--- src/design/assert_macros.svh ---
// Assertion macros used by the top-level RTL file of the tone generator.
`ifndef ASSERT_MACROS_SVH
`define ASSERT_MACROS_SVH

`ifndef SYNTHESIS

// Property must hold at every clock edge outside reset.
`define STS_ASSERT(lbl, clk, rst, prop, msg) \
   lbl: assert property (@(posedge clk) disable iff (rst) (prop)) else $error(msg);

// Condition must never be seen at a clock edge outside reset.
`define STS_NEVER(lbl, clk, rst, cond, msg) \
   lbl: assert property (@(posedge clk) disable iff (rst) !(cond)) else $error(msg);

`else

`define STS_ASSERT(lbl, clk, rst, prop, msg)
`define STS_NEVER(lbl, clk, rst, cond, msg)

`endif

`endif

--- src/design/sts_pkg.sv ---
// Shared constants and types of the sine tone sample generator.
`default_nettype none

package sts_pkg;

   // Sizes
   localparam int TABLE_ADDR_BITS = 10;
   localparam int PHASE_BITS      = 32;
   localparam int TOP_BITS        = TABLE_ADDR_BITS + 2;
   localparam int QTR_SIZE        = 1 << TABLE_ADDR_BITS;
   localparam int ROM_ADDR_BITS   = TABLE_ADDR_BITS + 1;
   localparam int ENTRY_BITS      = 31;
   localparam int MAG_BITS        = 15;
   localparam int WORD_BITS       = 16;
   localparam int CSR_DATA_BITS   = 32;
   localparam int CSR_INDEX_BITS  = 2;
   localparam int COUNT_BITS      = 32;
   localparam int QUEUE_DEPTH     = 2;
   localparam int QUEUE_PTR_BITS  = $clog2(QUEUE_DEPTH);

   // Register indexes
   localparam logic [CSR_INDEX_BITS-1:0] CSR_PHASE_STEP    = 2'd0;
   localparam logic [CSR_INDEX_BITS-1:0] CSR_TOTAL_SAMPLES = 2'd1;
   localparam logic [CSR_INDEX_BITS-1:0] CSR_WIDE_MODE     = 2'd2;
   localparam logic [CSR_INDEX_BITS-1:0] CSR_STEREO_MODE   = 2'd3;

   // Register reset values
   localparam logic [CSR_DATA_BITS-1:0] PHASE_STEP_RESET    = 32'd42852281;
   localparam logic [COUNT_BITS-1:0]    TOTAL_SAMPLES_RESET = 32'd176400;

   // Output scaling
   localparam logic [MAG_BITS-1:0] AMP_WIDE      = 15'd32767;
   localparam logic [MAG_BITS-1:0] AMP_NARROW    = 15'd127;
   localparam logic [7:0]          NARROW_OFFSET = 8'd128;

   // Mode registers as seen by the back end
   typedef struct packed {
      logic wide;
      logic stereo;
   } cfg_type;

   // One tick's work handed from front to back
   typedef struct packed {
      logic [1:0]                 quad;
      logic [TABLE_ADDR_BITS-1:0] idx;
      logic                       fin;
   } job_type;

endpackage

`default_nettype wire

--- src/design/sts_front.sv ---
// Front end: mode registers, tick acceptance, phase accumulator and sample count.
`default_nettype none

module sts_front (
   input  wire logic                                clock,
   input  wire logic                                reset,
   input  wire logic                                csr_valid,
   output logic                                     csr_ready,
   input  wire logic [sts_pkg::CSR_INDEX_BITS-1:0]  csr_index,
   input  wire logic [sts_pkg::CSR_DATA_BITS-1:0]   csr_wdata,
   input  wire logic                                req_valid,
   output logic                                     req_ready,
   input  wire logic                                req_restart,
   input  wire logic                                q_full,
   output logic                                     q_push,
   output sts_pkg::job_type                         q_job,
   output sts_pkg::cfg_type                         cfg
);

   logic [sts_pkg::PHASE_BITS-1:0] step_ff, step_in;
   logic [sts_pkg::COUNT_BITS-1:0] total_ff, total_in;
   logic                           wide_ff, wide_in;
   logic                           stereo_ff, stereo_in;
   logic [sts_pkg::PHASE_BITS-1:0] phase_ff, phase_in;
   logic [sts_pkg::COUNT_BITS-1:0] left_ff, left_in;
   logic [sts_pkg::PHASE_BITS-1:0] phase_base;
   logic [sts_pkg::COUNT_BITS-1:0] left_base;
   logic [sts_pkg::TOP_BITS-1:0]   top;
   logic                           accept;
   logic                           active;

   assign csr_ready = 1'b1;
   assign req_ready = !q_full;
   assign accept    = req_valid && req_ready;

   // Register writes
   always_comb begin
      step_in   = step_ff;
      total_in  = total_ff;
      wide_in   = wide_ff;
      stereo_in = stereo_ff;
      if (csr_valid && csr_ready) begin
         case (csr_index)
            sts_pkg::CSR_PHASE_STEP:    step_in   = csr_wdata[sts_pkg::PHASE_BITS-1:0];
            sts_pkg::CSR_TOTAL_SAMPLES: total_in  = csr_wdata[sts_pkg::COUNT_BITS-1:0];
            sts_pkg::CSR_WIDE_MODE:     wide_in   = csr_wdata[0];
            sts_pkg::CSR_STEREO_MODE:   stereo_in = csr_wdata[0];
            default: ;
         endcase
      end
   end

   // Restart applies before the tick is classified
   assign phase_base = req_restart ? '0 : phase_ff;
   assign left_base  = req_restart ? total_ff : left_ff;
   assign active     = (left_base != '0);
   assign top        = phase_base[sts_pkg::PHASE_BITS-1 -: sts_pkg::TOP_BITS];

   always_comb begin
      phase_in = phase_ff;
      left_in  = left_ff;
      if (accept) begin
         if (active) begin
            phase_in = phase_base + step_ff;
            left_in  = left_base - 1'b1;
         end else begin
            phase_in = phase_base;
            left_in  = left_base;
         end
      end
   end

   // Job for the back end
   assign q_push     = accept && active;
   assign q_job.quad = top[sts_pkg::TOP_BITS-1 -: 2];
   assign q_job.idx  = top[sts_pkg::TABLE_ADDR_BITS-1:0];
   assign q_job.fin  = (left_base == sts_pkg::COUNT_BITS'(1));

   assign cfg.wide   = wide_ff;
   assign cfg.stereo = stereo_ff;

   always_ff @(posedge clock) begin
      if (reset) begin
         step_ff   <= sts_pkg::PHASE_STEP_RESET[sts_pkg::PHASE_BITS-1:0];
         total_ff  <= sts_pkg::TOTAL_SAMPLES_RESET;
         wide_ff   <= 1'b1;
         stereo_ff <= 1'b0;
         phase_ff  <= '0;
         left_ff   <= sts_pkg::TOTAL_SAMPLES_RESET;
      end else begin
         step_ff   <= step_in;
         total_ff  <= total_in;
         wide_ff   <= wide_in;
         stereo_ff <= stereo_in;
         phase_ff  <= phase_in;
         left_ff   <= left_in;
      end
   end

endmodule

`default_nettype wire

--- config.mk ---
export PLATFORM = sky130hd
export DESIGN_NAME = sts_front
export DESIGN_NICKNAME = d
export VERILOG_FILES = /design/src/design/assert_macros.svh /design/src/design/sts_pkg.sv /design/src/design/sts_front.sv
export SDC_FILE = /design/constraint.sdc
export NUM_CORES = 1
export LEC_CHECK = 0
export ABC_AREA = 0
export ABC_CLOCK_PERIOD_IN_PS = 13300
export BUFFER_PORTS_ARGS = -buffer_cell sky130_fd_sc_hd__buf_4
export CAP_MARGIN = 20
export CORE_ASPECT_RATIO = 1.1
export CORE_MARGIN = 3
export CORE_UTILIZATION = 30
export DETAILED_ROUTE_END_ITERATION = 8
export SYNTH_ARGS = -nofsm -noshare
export SYNTH_HDL_FRONTEND = slang
export SYNTH_SLANG_ARGS = --single-unit
--- constraint.sdc ---
create_clock -name clock -period 13.3 [get_ports clock]
set_input_delay 1.33 -clock clock [delete_from_list [all_inputs] [get_ports clock]]
set_output_delay 1.33 -clock clock [all_outputs]
set_load 0.03 [all_outputs]
# --- Yosys cells after proc, flatten, opt, wreduce, memory -nomap -nowiden ---
# Index checks and enable logic that the tools add are counted.
word_totals:
  ff_bits: 130
  in_bits: 40
  out_inout_bits: 18
  word_cells: 25
classes:
  addsub: 2
  eq_ne: 4
  muxes: 4
  n_reduce_logical: 9
op_table:
  columns: ["op", "n"]
  rows:
  - ["2-to-1 mux 32 bit", 4]
  - ["adder 32 bit", 1]
  - ["== test 32 x 1 -> 1 bit (second input constant)", 1]
  - ["nonzero test 32 bit", 1]
  - ["subtractor 32 x 1 -> 32 bit (second input constant)", 1]
  - ["AND reduction 2 bit", 4]
  - ["== test 2 bit (second input constant)", 2]
  - ["== test 2 x 1 -> 1 bit (second input constant)", 1]
  - ["logical AND 1 bit", 2]
  - ["logical NOT 2 bit", 1]
  - ["logical NOT 1 bit", 1]

# --- Logic depth before layout (Yosys ltp) ---
logic_depth:
  depth_word: 3
  depth_mapped: 20
  mapped_depth_nobuf: 13

# --- Least setup slack after synthesis ---
# OpenSTA, ideal clock, no wires.
synth_timing:
  kind: "input port to flip-flop"
  start: "input port req_restart"
  end: "register phase_ff[20] in the netlist's numbering"
  setup_time_ns: 0.117
  t_arrival_ns: 5.616
  t_required_ns: 13.183
  path_slack_ns: 7.568
  path_stages: 19
  path_buffers: 7
  path_cell_list: "buf_6 > buf_4 > buf_6 > clkbuf_1 > buf_1 > clkbuf_1 > clkbuf_1 > nor2b_1 > fa_1 > a21o_1 > a21oi_1 > o21bai_1 > a2111oi_2 > o31a_1 > o21ai_1 > a221o_1 > a21oi_1 > xnor2_1 > a22o_1"
synth_between:
  elab_chain_cells: 3
  word_cells_on_any_way: 5
  classes_between: "1 x add/sub; 3 x mux; 1 x reduce/logical"
synth_lines:
  columns: ["item", "line", "rtl"]
  rows:
  - ["start: declaration", "sts_front.sv:13", "input wire logic req_restart,"]
  - ["2-to-1 mux 32 bit, on equally long branches", "sts_front.sv:54, sts_front.sv:55", null]
  - ["adder 32 bit or nonzero test 32 bit (tied branches)", "sts_front.sv:64, sts_front.sv:56", null]
  - ["2-to-1 mux 32 bit *", "sts_front.sv:63", "if (active) begin"]
  - ["end signal: assignment", "sts_front.sv:95", "phase_ff <= phase_in;"]
  - ["end: declaration", "sts_front.sv:24", "logic [sts_pkg::PHASE_BITS-1:0] phase_ff, phase_in;"]
# Every way passes the cells marked *; elsewhere a longest branch is shown, timed or not.
# A chain may end at the register's enable or synchronous reset.

# --- Final worst setup path ---
layout_timing:
  start: "input port req_restart"
  end: "output port q_push"
layout_between:
  elab_chain_cells: 3
layout_lines:
  columns: ["item", "line", "rtl"]
  rows:
  - ["2-to-1 mux 32 bit", "sts_front.sv:55", "assign left_base = req_restart ? total_ff : left_ff;"]
  - ["nonzero test 32 bit", "sts_front.sv:56", "assign active = (left_base != '0);"]
  - ["logical AND 1 bit", "sts_front.sv:74", "assign q_push = accept && active;"]
  - ["end: declaration", "sts_front.sv:15", "output logic q_push,"]
# Every way passes these cells.

==> metrics.yaml <==
drt_iter0_markers: 471
slew_headroom_pct: 36.4
num_vias: 7147
finalMaxSlewViolations: 0
seqPwrFrac_pct: 39.1
p_sw_uw: 285
viasPerCell: 5.12
fin_setup_tns_ps: 0
outcome: "finished clean"
initial_utilization_pct: 30.9
overflow: 0
crit_arrival_ps: 4540
p_per_area_mw_per_mm2: 116
holdCritPathClass: "reg2reg"
ys_seq_area_share_pct: 32.8
cp_max_fo: 76
synth.distinct_cells: 83
netlist_area_mm2: 0.00793
dp_hpwl_um: 14800
synth_flop_cell: "dfxtp_1"
finalClockSkew_ps: 8.93
clock_power_share_pct: 47.0
combPwrFrac_pct: 13.9
power_leakage_uw: 0.00371
synthCells: 1014
gr-usage-all-layers_pct: 15.1
yosysTopAreaCell: "dfxtp_1"
grt_max_degree: 77
postCtsResizedCells: 0
io_pins: 58
final-setup-viol-count: 0
synth_top_area_share_pct: 32.8
globalplace.congestion: 0.827
yosys-top-cells-area: "dfxtp_1, nand2_1, a21oi_1"
synth.avg_cell_area_um2: 7.82
p_int_uw: 785
die_area_mm2: 0.0284
period_share_pct: 44.1
synthArstFlopShare_pct: 0
min_period_ps: 5870
wl_per_cell_um: 15.5
core_mm2: 0.0256
grt_pass1_vias: 6819
diodes: 0
rsz0062_at_grt: "false"
stdcell_area_mm2: 0.00921
insertion_delay_ps: 420
cts-root-buf: "clkbuf_16"
drive_above_1_share_pct: 12.5
max_cap_violations: 0
synth_edf_count: 0
sw_frac_of_total_pct: 26.6
clockBufferDepth: 2
ys_warn_count: 0
max_freq_ghz: 0.170
grt_pass1_wl_um: 34900
synth_fp_nets: 1088
nets: 1112
crit_required_ps: 11970
antenna_found_initial: 0
cts-buffers-inserted: 17
final-hold-violation-count: 0
ctsHoldBuffers: 0
placed_cell_area_mm2: 0.00857
wl_um: 21700
remaining_drc_errors: 0
worstMarginPinSlew_ps: 954
area_delta_synth_final_pct: 16.1
clk_pin_slew_ps: 50
num_rows: 61
firstDrtPassIters: 7
vdd_drop_max_mv: 0.0884
numClockSinks: 130
critPathLaunchType: "primary input"
htree_levels: 4
regToRegSetupSlack_ps: 9830
die_width_um: 161
cp-end-kind: "output pin"
io_buffers: 56
cts_tree: "built"
synth-seq-cells: 130
post-cts-setup-buffers: 0
crit_type: "in2out"
die_h_um: 177
detail-route-antenna-nets: 0
-- worst max-delay path, cell delays in order --
cell	delay, ps
buf_4	460
buf_4	740
mux2i_4	350
o21ai_0	150
or3_2	560
nor2_4	160
nand2_2	160
nand2_1	180
inv_2	190
buf_4	230
-- stage by stage --
stage                     instances  util [%]  hold WS, ps  total power, µW  setup WS [ps]
final                          1397      35.9          448             1070           7430
after CTS                      1396      35.9          453             1080           7410
after global routing           1397      35.9          481             1110           7200
after floorplan                1014         -          418              533           7570
after global placement         1364      33.4          431              573           7450
after detailed placement       1364      33.4          440              574           7410
-- per-layer routing --
metal  track usage, %  vias up  wire length [µm]
li1                 -     3642                 -
met1             19.7     3361             10400
met2             25.5      115             10300
met3             2.56       29               611
met4             4.98        0               422
met5                0        -                 0
-- registers in the layout, indices dropped and copies added (netlist names) --
name	cells
left_ff	32
total_ff	32
stereo_ff	1
wide_ff	1
phase_ff	32
step_ff	32
-- synth_stat cells, drive strengths merged, types with 13 or more instances --
master and n:
nand2b 13, nor2 70, clkbuf 42, nor2b 37, dfxtp 130, nand2 184, inv 17, o21ai 56
a21o 15, nor3 26, a22oi 17, ha 33, mux2i 33, a31oi 13, buf 16, a21oi 99
xnor2 20, nand3 18, nor3b 20, nand3b 29
-- final cells by class --
| type | instances | area [µm²] |
|---|---|---|
| Timing Repair Buffer | 63 | 473 |
| Clock inverter | 13 | 185 |
| Fill cell | 2698 | 16400 |
| Tap cell | 346 | 433 |
| Sequential cell | 130 | 2600 |
| Inverter | 17 | 63.8 |
| Multi-Input combinational cell | 809 | 5010 |
| Clock buffer | 19 | 443 |
-- cell usage in the layout (no fill, tap or decap), types with 18 or more instances in the layout --
cell type	n
nor2_1	66
buf_4	63
o21ai_0	49
a21oi_1	98
dfxtp_1	130
nand2_1	183
nand3b_1	29
nand3_1	18
mux2i_1	31
nor3_1	25
xnor2_1	20
ha_1	33
nor2b_1	36
-- worst paths after layout --
check	start	to	depth (start not counted)
worst max-delay path	req_restart	q_push	10
worst min-delay path	phase_ff[28]$_SDFFE_PP0P_	phase_ff[28]$_SDFFE_PP0P_	2
worst max register to register	phase_ff[0]$_SDFFE_PP0P_	phase_ff[22]$_SDFFE_PP0P_	13
worst min register to register	phase_ff[28]$_SDFFE_PP0P_	phase_ff[28]$_SDFFE_PP0P_	2
-- power by group through the flow --
| stage | Combinational (µW) | Clock, µW | Sequential (µW) |
|---|---|---|---|
| 2_1_floorplan | 111 | 0 | 422 |
| 3_3_place_gp | 146 | 0 | 426 |
| 3_5_place_dp | 147 | 0 | 426 |
| 4_1_cts | 148 | 511 | 418 |
| 5_1_grt | 165 | 527 | 420 |
| 6_report | 149 | 503 | 418 |
-- cell families after synthesis --
logic type                 Yosys count  share of synthesized area, %
buffers and inverters               75                          4.20
muxes                               36                          4.80
other                                1                        0.0473
DFF                                130                          32.8
AOI/OAI and AO/OA                  271                          22.0
xor gates and xnor gates            31                          3.42
adders and majority gates           34                          5.46
and+or+nand+nor                    436                          27.2
No activity file was read; power rests on OpenSTA's default activity.
