<file path="config.mk">
export PLATFORM = sky130hd
export DESIGN_NAME = sts_queue
export DESIGN_NICKNAME = d
export VERILOG_FILES = /design/src/design/assert_macros.svh /design/src/design/sts_pkg.sv /design/src/design/sts_queue.sv
export SDC_FILE = /design/constraint.sdc
export NUM_CORES = 1
export LEC_CHECK = 0
export BUFFER_PORTS_ARGS = -buffer_cell sky130_fd_sc_hd__buf_2
export CAP_MARGIN = 20
export CORE_MARGIN = 10
export CORE_UTILIZATION = 45
export DETAILED_ROUTE_END_ITERATION = 10
export PLACE_DENSITY = 0.73
export SLEW_MARGIN = 30
export SYNTH_ARGS = -nofsm -noshare
export SYNTH_HDL_FRONTEND = slang
export SYNTH_SLANG_ARGS = --single-unit
</file>
<file path="constraint.sdc">
create_clock -name clock -period 1.3 [get_ports clock]
set_input_delay 0.26 -clock clock [delete_from_list [all_inputs] [get_ports clock]]
set_output_delay 0.26 -clock clock [all_outputs]
set_load 0.05 [all_outputs]
</file>
<file path="src/design/assert_macros.svh">
// Assertion macros used by the top-level RTL file of the tone generator.
`ifndef ASSERT_MACROS_SVH
`define ASSERT_MACROS_SVH

`ifndef SYNTHESIS

// Property must hold at every clock edge outside reset.
`define STS_ASSERT(lbl, clk, rst, prop, msg) \
   lbl: assert property (@(posedge clk) disable iff (rst) (prop)) else $error(msg);

// Condition must never be seen at a clock edge outside reset.
`define STS_NEVER(lbl, clk, rst, cond, msg) \
   lbl: assert property (@(posedge clk) disable iff (rst) !(cond)) else $error(msg);

`else

`define STS_ASSERT(lbl, clk, rst, prop, msg)
`define STS_NEVER(lbl, clk, rst, cond, msg)

`endif

`endif

</file>
<file path="src/design/sts_pkg.sv">
// Shared constants and types of the sine tone sample generator.
`default_nettype none

package sts_pkg;

   // Sizes
   localparam int TABLE_ADDR_BITS = 10;
   localparam int PHASE_BITS      = 32;
   localparam int TOP_BITS        = TABLE_ADDR_BITS + 2;
   localparam int QTR_SIZE        = 1 << TABLE_ADDR_BITS;
   localparam int ROM_ADDR_BITS   = TABLE_ADDR_BITS + 1;
   localparam int ENTRY_BITS      = 31;
   localparam int MAG_BITS        = 15;
   localparam int WORD_BITS       = 16;
   localparam int CSR_DATA_BITS   = 32;
   localparam int CSR_INDEX_BITS  = 2;
   localparam int COUNT_BITS      = 32;
   localparam int QUEUE_DEPTH     = 2;
   localparam int QUEUE_PTR_BITS  = $clog2(QUEUE_DEPTH);

   // Register indexes
   localparam logic [CSR_INDEX_BITS-1:0] CSR_PHASE_STEP    = 2'd0;
   localparam logic [CSR_INDEX_BITS-1:0] CSR_TOTAL_SAMPLES = 2'd1;
   localparam logic [CSR_INDEX_BITS-1:0] CSR_WIDE_MODE     = 2'd2;
   localparam logic [CSR_INDEX_BITS-1:0] CSR_STEREO_MODE   = 2'd3;

   // Register reset values
   localparam logic [CSR_DATA_BITS-1:0] PHASE_STEP_RESET    = 32'd42852281;
   localparam logic [COUNT_BITS-1:0]    TOTAL_SAMPLES_RESET = 32'd176400;

   // Output scaling
   localparam logic [MAG_BITS-1:0] AMP_WIDE      = 15'd32767;
   localparam logic [MAG_BITS-1:0] AMP_NARROW    = 15'd127;
   localparam logic [7:0]          NARROW_OFFSET = 8'd128;

   // Mode registers as seen by the back end
   typedef struct packed {
      logic wide;
      logic stereo;
   } cfg_type;

   // One tick's work handed from front to back
   typedef struct packed {
      logic [1:0]                 quad;
      logic [TABLE_ADDR_BITS-1:0] idx;
      logic                       fin;
   } job_type;

endpackage

`default_nettype wire

</file>
<file path="src/design/sts_queue.sv">
// Short job queue between the front and back ends.
`default_nettype none

module sts_queue (
   input  wire logic             clock,
   input  wire logic             reset,
   input  wire logic             push,
   input  wire sts_pkg::job_type push_job,
   output logic                  full,
   input  wire logic             pop,
   output logic                  head_valid,
   output sts_pkg::job_type      head_job
);

   sts_pkg::job_type                  entries_ff [sts_pkg::QUEUE_DEPTH];
   logic [sts_pkg::QUEUE_PTR_BITS-1:0] wr_ptr_ff, wr_ptr_in;
   logic [sts_pkg::QUEUE_PTR_BITS-1:0] rd_ptr_ff, rd_ptr_in;
   logic [sts_pkg::QUEUE_PTR_BITS:0]   count_ff, count_in;

   assign full       = (count_ff == (sts_pkg::QUEUE_PTR_BITS+1)'(sts_pkg::QUEUE_DEPTH));
   assign head_valid = (count_ff != '0);
   assign head_job   = entries_ff[rd_ptr_ff];

   // Pointers wrap naturally, depth is a power of two
   always_comb begin
      wr_ptr_in = push ? wr_ptr_ff + 1'b1 : wr_ptr_ff;
      rd_ptr_in = pop ? rd_ptr_ff + 1'b1 : rd_ptr_ff;
      case ({push, pop})
         2'b10:   count_in = count_ff + 1'b1;
         2'b01:   count_in = count_ff - 1'b1;
         default: count_in = count_ff;
      endcase
   end

   always_ff @(posedge clock) begin
      if (push) begin
         entries_ff[wr_ptr_ff] <= push_job;
      end
   end

   always_ff @(posedge clock) begin
      if (reset) begin
         wr_ptr_ff <= '0;
         rd_ptr_ff <= '0;
         count_ff  <= '0;
      end else begin
         wr_ptr_ff <= wr_ptr_in;
         rd_ptr_ff <= rd_ptr_in;
         count_ff  <= count_in;
      end
   end

endmodule

`default_nettype wire

</file>
* Word-level counts from Yosys, hierarchy flattened
Memories as Yosys holds them, arrays and structs flattened. A register that Yosys moved wholly into a read port is not among the register bits.
Index checks and enable logic that the tools add are counted.
** Operators by class
- Add/sub/neg operators :: 4
- Eq/ne operators :: 3
- Mux-type cells :: 5
- Reduce and logical (&&, ||, !) cells :: 2
** Operators with widths (count)
- == test 2 bit (second input constant) :: 2
- two-way mux 1 bit :: 4
- case mux 2 bit (2 select lines) :: 1
- nonzero test 2 bit :: 2
- adder 1 bit (second input constant) :: 2
- adder 2 x 1 -> 2 bit (second input constant) :: 1
- == test 2 x 1 -> 1 bit (second input constant) :: 1
- subtractor 2 x 1 -> 2 bit (second input constant) :: 1
** Word-level totals
- Bits in registers :: 4
- RAM bits :: 26
- Input port bits :: 17
- Output and inout bits :: 15
- Logic and storage cells :: 18
- Memories kept :: 1
** Memories
- entries_ff :: depth 2, bits a word 13, rd ports 1, clocked after Yosys merged registers in 1, wr ports 1, line sts_queue.sv:15 : sts_pkg::job_type entries_ff [sts_pkg::QUEUE_DEPTH];

* Logic depth before layout (Yosys ltp)
Gate-level depths: netlist (run 1).
- Depth after elaboration :: 3
- Gate-level depth with buffers :: 5
- Depth with buffers taken out :: 5

* Least setup slack after synthesis (run 1)
No wires, ideal clock.
- Path kind :: flip-flop to output port
- Start :: reg (tool-made name)
- End :: out head_job[10] (netlist bit)
- Arrival :: 1050 ps
- Data required time :: 1040 ps
- Path slack :: -10 ps
- Stages on the path, launching flop included :: 3
- Buffers on the path :: 1
- Path through :: dfxtp_1 > buf_2 > mux2_2
** RTL lines
- end: declaration :: line sts_queue.sv:12 : output sts_pkg::job_type head_job

==> flow_summary.json, run 1 <==
{
  "placedCellCount": 127,
  "ctsHoldBuffers": 0,
  "finClkSkew_ns": 0.00646,
  "viasPerCell": 4.85,
  "cp-end-kind": "output pin",
  "finalSetupViolCount": 13,
  "r2r_slack_ns": 0.19,
  "grt_pass1_wl_um": 3740,
  "drt_first_pass_iters": 2,
  "violations": "setup timing",
  "p_leak_nw": 0.670,
  "portBuffers": 31,
  "fin_ws_ns": -0.258,
  "synth-compound-area-share": 0.00878,
  "routedWlPerCell_um": 15.7,
  "timing.rr.start": "count_ff[0]",
  "cp.required_ns": 1.04,
  "cts_made_buffers": 5,
  "rows": 18,
  "ys_warn_count": 0,
  "first_iter_violations": 36,
  "rsz0062_at_grt": "true",
  "power_density_nw_per_um2": 1410,
  "gr-total-overflow": 0,
  "crit_arrival_ns": 1.30,
  "core-area_um2": 2450,
  "vdd_drop_max_uv": 971,
  "routed_wl_um": 2150,
  "min_path_type": "primary input to flip-flop",
  "drt_drc_violations_left": 0,
  "yosysTopAreaCell": "edfxtp_1",
  "synthCells": 62,
  "synthTopCellsByArea": "edfxtp_1, mux2_2, dfxtp_1",
  "endpoint": "head_job[11]",
  "synth_fa_ha_area_frac": 0.0110,
  "antenna_found_initial": 0,
  "vias": 665,
  "muxShareOfSynthArea": 0.128,
  "htreeDepth": 2,
  "synthXorXnorAreaFrac": 0.0307,
  "ioPinCount": 32,
  "crit_fanout": 7,
  "synthSimpleGateAreaFrac": 0.0406,
  "synth.net_count": 80,
  "antenna_cells": 0,
  "setup_tns_ns": -3.20,
  "cts_buffer_depth": 2,
  "drv_slew": 0,
  "area_growth_pct": 43.7,
  "grt_start_max_net_pins": 14,
  "nets": 124,
  "initial_core_util": 0.464,
  "syn-cell-area_um2": 1140,
  "rr_worst_depth": 4,
  "dieArea_um2": 4950,
  "postRouteAntennaNets": 0,
  "critPathKind": "flip-flop to output pin",
  "clock-sinks": 31,
  "ys_seq_elements": 31,
  "synth_cell_types": 15,
  "place_hpwl_um": 1460,
  "cts_tree": "built",
  "path_clk_slew_ns": 0.08,
  "insertion_delay_ns": 0.32,
  "layout_commonest_cell": "edfxtp_1",
  "hold_violations": 0,
  "avgSynthCellArea_um2": 18.4,
  "synth_top_family_by_area": "multiplexers",
  "fmax_mhz": 642,
  "drive_gt1_frac": 0.570,
  "fin_cells": 137,
  "first_global_vias": 731,
  "synth_top_area_share": 0.685,
  "fillCellCount": 190,
  "reg2reg_to": "count_ff[1]",
  "start_kind": "flip-flop",
  "gp_congestion": 0.650,
  "outcome": "complete, but fails checks",
  "max-cap-violations": 0,
  "grt_use_total": 0.0972,
  "post-route-period-util": 1.20,
  "die_w_um": 70.3,
  "root_buffer": "clkbuf_4",
  "fp.dieH_um": 70.3,
  "fin_crit_ns": 1.56,
  "layout_common_cells": "edfxtp_1, buf_2, buf_8",
  "slew_headroom": 0.879,
  "ys_seq_area_frac": 0.773,
  "tightest_slew_ns": 0.180
}
kinds of logic after synthesis:
group,count (synthesis)
simple gates,9
fa+ha+maj,1
mux,13
flops,31
buf+inv,2
xor+xnor,4
compound gates,2
Yosys cell counts:
| master | n |
|---|---|
| ha_1 | 1 |
| and2_1 | 1 |
| nor2_1 | 5 |
| edfxtp_1 | 26 |
| o21ai_0 | 1 |
| a21oi_1 | 1 |
| xor2_1 | 1 |
| and2b_2 | 1 |
| dfxtp_1 | 5 |
| xnor2_1 | 3 |
| buf_2 | 1 |
| or3_1 | 1 |
| or2_2 | 1 |
| inv_1 | 1 |
| mux2_2 | 13 |
per-stage QoR:
stage	utilization	power (mW)	setup slack, ns	hold slack [ns]	area [µm²]
after floorplan	-	1.52	-0.0100	0.329	1140
after global placement	0.556	1.64	0.0252	0.449	1370
after detailed placement	0.556	1.65	0.0120	0.453	1370
after CTS	0.667	2.34	-0.273	0.106	1640
after global routing	0.667	2.42	-0.309	0.105	1640
final	0.667	2.31	-0.258	0.125	1640
registers in the layout, summed over array words and instances, names as in the netlist, named ones only:
| signal | count |
|---|---|
| wr_ptr_ff | 1 |
| count_ff | 2 |
| entries_ff | 26 |
| rd_ptr_ff | 1 |
report_power, final:
group	total [mW]	internal (mW)	leakage, nW	switching, mW
clock	0.491	0.215	0.0265	0.276
sequential	1.18	1.15	0.286	0.0251
combinational	0.639	0.297	0.357	0.341
total	2.31	1.67	0.670	0.643
how the worst min path moves through the flow:
stage	start	endpoint	cells past startpoint
2_1_floorplan	reset	count_ff[1]	1
3_3_place_gp	push_job[6]	entries_ff[1][6]	1
3_5_place_dp	push_job[4]	entries_ff[1][4]	1
4_1_cts	push_job[4]	entries_ff[1][4]	1
5_1_grt	push_job[4]	entries_ff[1][4]	1
6_report	push_job[4]	entries_ff[1][4]	1
repair_timing:
| action | in CTS | in global routing |
|---|---|---|
| endpoints found under the setup margin | 15 | 15 |
| gates resized for setup | 63 | 0 |
| setup buffers | 2 | 0 |
| pin swaps | 1 | 0 |
| hold endpoints to repair | 0 | 0 |
| gates cloned | 0 | 0 |
critical path, cell delays in order (launching register included):
cell     delay [ns]
dfxtp_2        0.35
buf_6          0.15
mux2_4         0.32
buf_8          0.15
final cells by class:
class                           count  area, µm²  share of cell area
Inverter                            1       3.75             0.00229
Multi-Input combinational cell     29        302               0.184
Tap cell                           30       37.5              0.0229
Clock buffer                        8       48.8              0.0298
Timing Repair Buffer               38        362               0.221
Sequential cell                    31        885               0.540
per-layer routing:
metal  track usage  wire [µm]
met2         0.140       1010
met5             0          0
met4        0.0526         25
met1         0.107        913
met3        0.0607        199
Power figures use the tool's default switching activity.
==> run 2: changes to the inputs <==
--- a/config.mk
+++ b/config.mk
@@ -5,12 +5,12 @@
 export SDC_FILE = /design/constraint.sdc
 export NUM_CORES = 1
 export LEC_CHECK = 0
-export BUFFER_PORTS_ARGS = -buffer_cell sky130_fd_sc_hd__buf_2
 export CAP_MARGIN = 20
 export CORE_MARGIN = 10
 export CORE_UTILIZATION = 45
 export DETAILED_ROUTE_END_ITERATION = 10
-export PLACE_DENSITY = 0.73
+export DONT_BUFFER_PORTS = 1
+export PLACE_DENSITY_LB_ADDON = 0.3
 export SLEW_MARGIN = 30
 export SYNTH_ARGS = -nofsm -noshare
 export SYNTH_HDL_FRONTEND = slang
==> flow_summary.json, run 2 (synthesis gave the netlist of run 1 again) <==
{
  "top_usage_layer": "met2",
  "viasPerCell": 5.26,
  "antenna_found_initial": 0,
  "power_density_nw_per_um2": 1580,
  "critPathKind": "flip-flop to output pin",
  "top_regs": "entries_ff (26), count_ff (2)",
  "rsz0062_at_grt": "true",
  "clock-sinks": 31,
  "place_area_um2": 1210,
  "insertion_delay_ns": 0.31,
  "grt_use_total": 0.0841,
  "cts_buffer_depth": 2,
  "r2r_slack_ns": 0.29,
  "violations": "setup timing",
  "dpl_worst_slack_ns": 0.0867,
  "grtUsageMet3": 0.0579,
  "rows": 18,
  "use_met2": 0.138,
  "cp-end-kind": "output pin",
  "routed_wl_um": 1910,
  "largest_register_ffs": 26,
  "final_area_um2": 1330,
  "routedWlPerCell_um": 18.4,
  "post-route-period-util": 1.14,
  "layout_commonest_cell": "edfxtp_1",
  "postLayoutCoreUtil": 0.543,
  "place_hpwl_um": 1360,
  "path_clk_slew_ns": 0.09,
  "vdd_drop_max_uv": 1170,
  "nets": 91,
  "ioPinCount": 32,
  "drive_gt1_frac": 0.351,
  "placedCellCount": 94,
  "gp_congestion": 0.652,
  "htreeDepth": 2,
  "vias": 547,
  "area_growth_pct": 16.9,
  "gr-total-overflow": 0,
  "grt_pass1_wl_um": 3170,
  "fp.dieH_um": 70.3,
  "tightest_slew_ns": 0.196,
  "outcome": "complete, but fails checks",
  "p_leak_nw": 0.488,
  "die_w_um": 70.3,
  "setup_tns_ns": -2.25,
  "first_iter_violations": 20,
  "met1_usage": 0.0730,
  "dieArea_um2": 4950,
  "postRouteAntennaNets": 0,
  "core-area_um2": 2450,
  "cp.required_ns": 1.04,
  "cts_made_buffers": 5,
  "grt_start_max_net_pins": 14,
  "min_path_type": "primary input to flip-flop",
  "portBuffers": 0,
  "fmax_mhz": 678,
  "fin_crit_ns": 1.48,
  "drt_first_pass_iters": 4,
  "antenna_cells": 0,
  "start_kind": "flip-flop",
  "layout_common_cells": "edfxtp_1, mux2_4, nor2_1, clkbuf_4",
  "fin_cells": 104,
  "cts_tree": "built",
  "hold_violations": 0,
  "crit_fanout": 13,
  "slew_headroom": 0.869,
  "root_buffer": "clkbuf_4",
  "initial_core_util": 0.464,
  "finalSetupViolCount": 13,
  "crit_arrival_ns": 1.22,
  "finClkSkew_ns": 0.00331,
  "first_global_vias": 642,
  "drt_drc_violations_left": 0,
  "drv_slew": 0,
  "max-cap-violations": 0,
  "max_flop_register": "entries_ff",
  "fin_ws_ns": -0.176
}
-- run 2: cell types whose count changed in the layout (fill, tap and decap cells not counted), moves of 2 or more --
cell | previous run | this run
buf_2 | 16 | 0
buf_8 | 14 | 0
buf_4 | 5 | 2
buf_6 | 3 | 0
dlygate4sd3_1 | 0 | 2
-- run 2: path summary, 6_finish.rpt --
check,start,end,depth (start not counted)
max,flip-flop,head_job[7],2
min,push_job[1],entries_ff[0][1],0
max reg2reg,wr_ptr_ff,entries_ff[1][3],2
min reg2reg,count_ff[1],count_ff[1],2
-- run 2: critical path: stages (launching register included) --
cell and delay, ns:
dfxtp_2 0.35, buf_12 0.16, mux2_4 0.40
-- run 2: layout make-up --
class | count | area, µm²
Tap cell | 30 | 37.5
Clock inverter | 1 | 5.00
Fill cell | 203 | 1120
Multi-Input combinational cell | 29 | 303
Sequential cell | 31 | 883
Inverter | 1 | 3.75
Clock buffer | 7 | 45.0
Timing Repair Buffer | 5 | 55.1
-- run 2: report_power, final --
part	internal, mW	switching, mW	leakage, nW
logic	0.140	0.288	0.173
clock network	0.210	0.281	0.0293
registers	1.15	0.0270	0.286
-- run 2: timing repair --
| action | 4_1_cts | 5_1_grt |
|---|---|---|
| gates resized for setup | 16 | 1 |
| gates cloned | 0 | 0 |
| endpoints found under the hold margin | 4 | 1 |
| endpoints found under the setup margin | 15 | 14 |
| buffers inserted | 0 | 0 |
| hold buffers | 1 | 1 |
-- run 2: through the flow --
| step | hold slack, ns | power, mW |
|---|---|---|
| 5_1_grt | 0.0169 | 2.18 |
| 6_report | 0.0412 | 2.10 |
| 3_5_place_dp | 0.336 | 1.58 |
| 3_3_place_gp | 0.331 | 1.57 |
| 2_1_floorplan | 0.329 | 1.52 |
| 4_1_cts | 0.00241 | 2.13 |
-- run 2: metal layers --
metal	up-vias	wire [µm]
met4	0	26
li1	252	-
met1	268	624
met5	-	0
met2	23	1020
met3	4	236
==> run 3: changes to the inputs <==
==> constraint.sdc (replaced) <==
create_clock -name clock -period 1.3 [get_ports clock]
set_input_delay 0.065 -clock clock [delete_from_list [all_inputs] [get_ports clock]]
set_output_delay 0.065 -clock clock [all_outputs]
set_load 0.05 [all_outputs]
==> flow_summary.json, run 3 (synthesis gave the netlist of run 1 again) <==
{
  "outcome": "complete, but fails checks",
  "violations": "setup timing",
  "postLayoutCoreUtil": 0.613,
  "largest_register_ffs": 26,
  "fp.dieH_um": 70.3,
  "slowest_stage": "mux2_4",
  "rr_worst_depth": 3,
  "clock-sinks": 31,
  "whs_ns": 0.102,
  "postRouteAntennaNets": 0,
  "grt_start_max_net_pins": 14,
  "vias": 616,
  "path_clk_slew_ns": 0.08,
  "place_hpwl_um": 1360,
  "r2r_slack_ns": 0.06,
  "slew_headroom": 0.824,
  "core-area_um2": 2450,
  "gr-total-overflow": 0,
  "layout_common_cells": "edfxtp_1, dlygate4sd3_1, mux2_4",
  "reg2reg_to": "rd_ptr_ff",
  "antenna_cells": 0,
  "slowest_delay_ns": 0.39,
  "insertion_delay_ns": 0.31,
  "critPathKind": "flip-flop to output pin",
  "first_iter_violations": 32,
  "ioPinCount": 32,
  "finClkSkew_ns": 0.00296,
  "portBuffers": 0,
  "p_leak_nw": 0.565,
  "crit_arrival_ns": 1.24,
  "grt_pass1_wl_um": 3240,
  "drv_slew": 0,
  "drt_drc_violations_left": 0,
  "gp_congestion": 0.652,
  "root_buffer": "clkbuf_4",
  "htreeDepth": 2,
  "min_path_type": "primary input to flip-flop",
  "fmax_mhz": 769,
  "viasPerCell": 5.13,
  "area_growth_pct": 32.1,
  "max_flop_register": "entries_ff",
  "die_w_um": 70.3,
  "nets": 107,
  "power_density_nw_per_um2": 1430,
  "postCtsSetupRepairBufs": 0,
  "grt_use_total": 0.0845,
  "hold_violations": 0,
  "start_kind": "flip-flop",
  "drt_first_pass_iters": 2,
  "vdd_drop_max_uv": 1020,
  "fin_crit_ns": 1.30,
  "timing.rr.start": "rd_ptr_ff",
  "cts_buffer_depth": 2,
  "max-cap-violations": 0,
  "placedCellCount": 94,
  "tightest_slew_ns": 0.266,
  "routed_wl_um": 2170,
  "cts_made_buffers": 5,
  "first_global_vias": 691,
  "antenna_found_initial": 0,
  "layout_commonest_cell": "edfxtp_1",
  "rsz0062_at_grt": "true",
  "path_cells": "clkbuf_16 -> mux2_4",
  "routedWlPerCell_um": 18.1,
  "dieArea_um2": 4950,
  "finalSetupViolCount": 2,
  "initial_core_util": 0.464,
  "fin_cells": 120,
  "cp.required_ns": 1.24,
  "drive_gt1_frac": 0.289,
  "crit_fanout": 6,
  "finalPower_mw": 2.16,
  "rows": 18,
  "endpoint": "head_job[11]",
  "cp-end-kind": "output pin",
  "top_regs": "entries_ff (26), count_ff (2)",
  "hp-start": "pop",
  "cts_tree": "built",
  "post-route-period-util": 1.00,
  "fin_ws_ns": -0.000929
}
## run 3: critical path: cells and delay by family, from the launching register on
family	cells	cell delay, ns
muxes	1	0.39
DFF	1	0.38
buffers and inverters	1	0.16
## run 3: per-layer routing
layer | vias up | GRT usage | routed length (µm)
met1 | 309 | 0.0768 | 813
met5 | - | 0 | 0
met3 | 4 | 0.0381 | 133
met2 | 18 | 0.149 | 1190
li1 | 285 | - | -
met4 | 0 | 0.0526 | 29
## run 3: worst min-delay path by stage
stage / to / cells after the start / slack (ns)
final: count_ff[0] / 3 / 0.10
after global routing: count_ff[0] / 3 / 0.12
after CTS: count_ff[0] / 3 / 0.09
after detailed placement: rd_ptr_ff / 1 / 0.14
after global placement: count_ff[1] / 1 / 0.14
after floorplan: count_ff[1] / 1 / 0.13
## run 3: report_power, final
part           internal, mW  leakage (nW)  total, mW  switching, mW
clock                 0.210        0.0293      0.493          0.283
sequential             1.15         0.286       1.18         0.0307
combinational         0.177         0.250      0.481          0.303
total                  1.54         0.565       2.16          0.617
## run 3: per-stage QoR
stage | setup WS [ns] | area [µm²] | setup TNS [ns]
after floorplan | 0.0169 | 1140 | 0
after global placement | 0.281 | 1210 | 0
after detailed placement | 0.282 | 1210 | 0
after CTS | -0.0744 | 1430 | -0.939
after global routing | -0.0423 | 1510 | -0.404
final | -0.000929 | 1510 | -0.00144
## run 3: final cells by class
type                            instances  area (µm²)
Clock buffer                            7        45.0
Clock inverter                          1        5.00
Fill cell                             192         950
Inverter                                1        3.75
Multi-Input combinational cell         29         299
Sequential cell                        31         885
Tap cell                               30        37.5
Timing Repair Buffer                   21         230
## run 3: what timing repair did
| item | 4_1_cts | 5_1_grt |
|---|---|---|
| gates cloned | 0 | 1 |
| hold buffers | 17 | 0 |
| endpoints found under the hold margin | 31 | 0 |
| resized for setup | 0 | 15 |
| endpoints found under the setup margin | 13 | 13 |
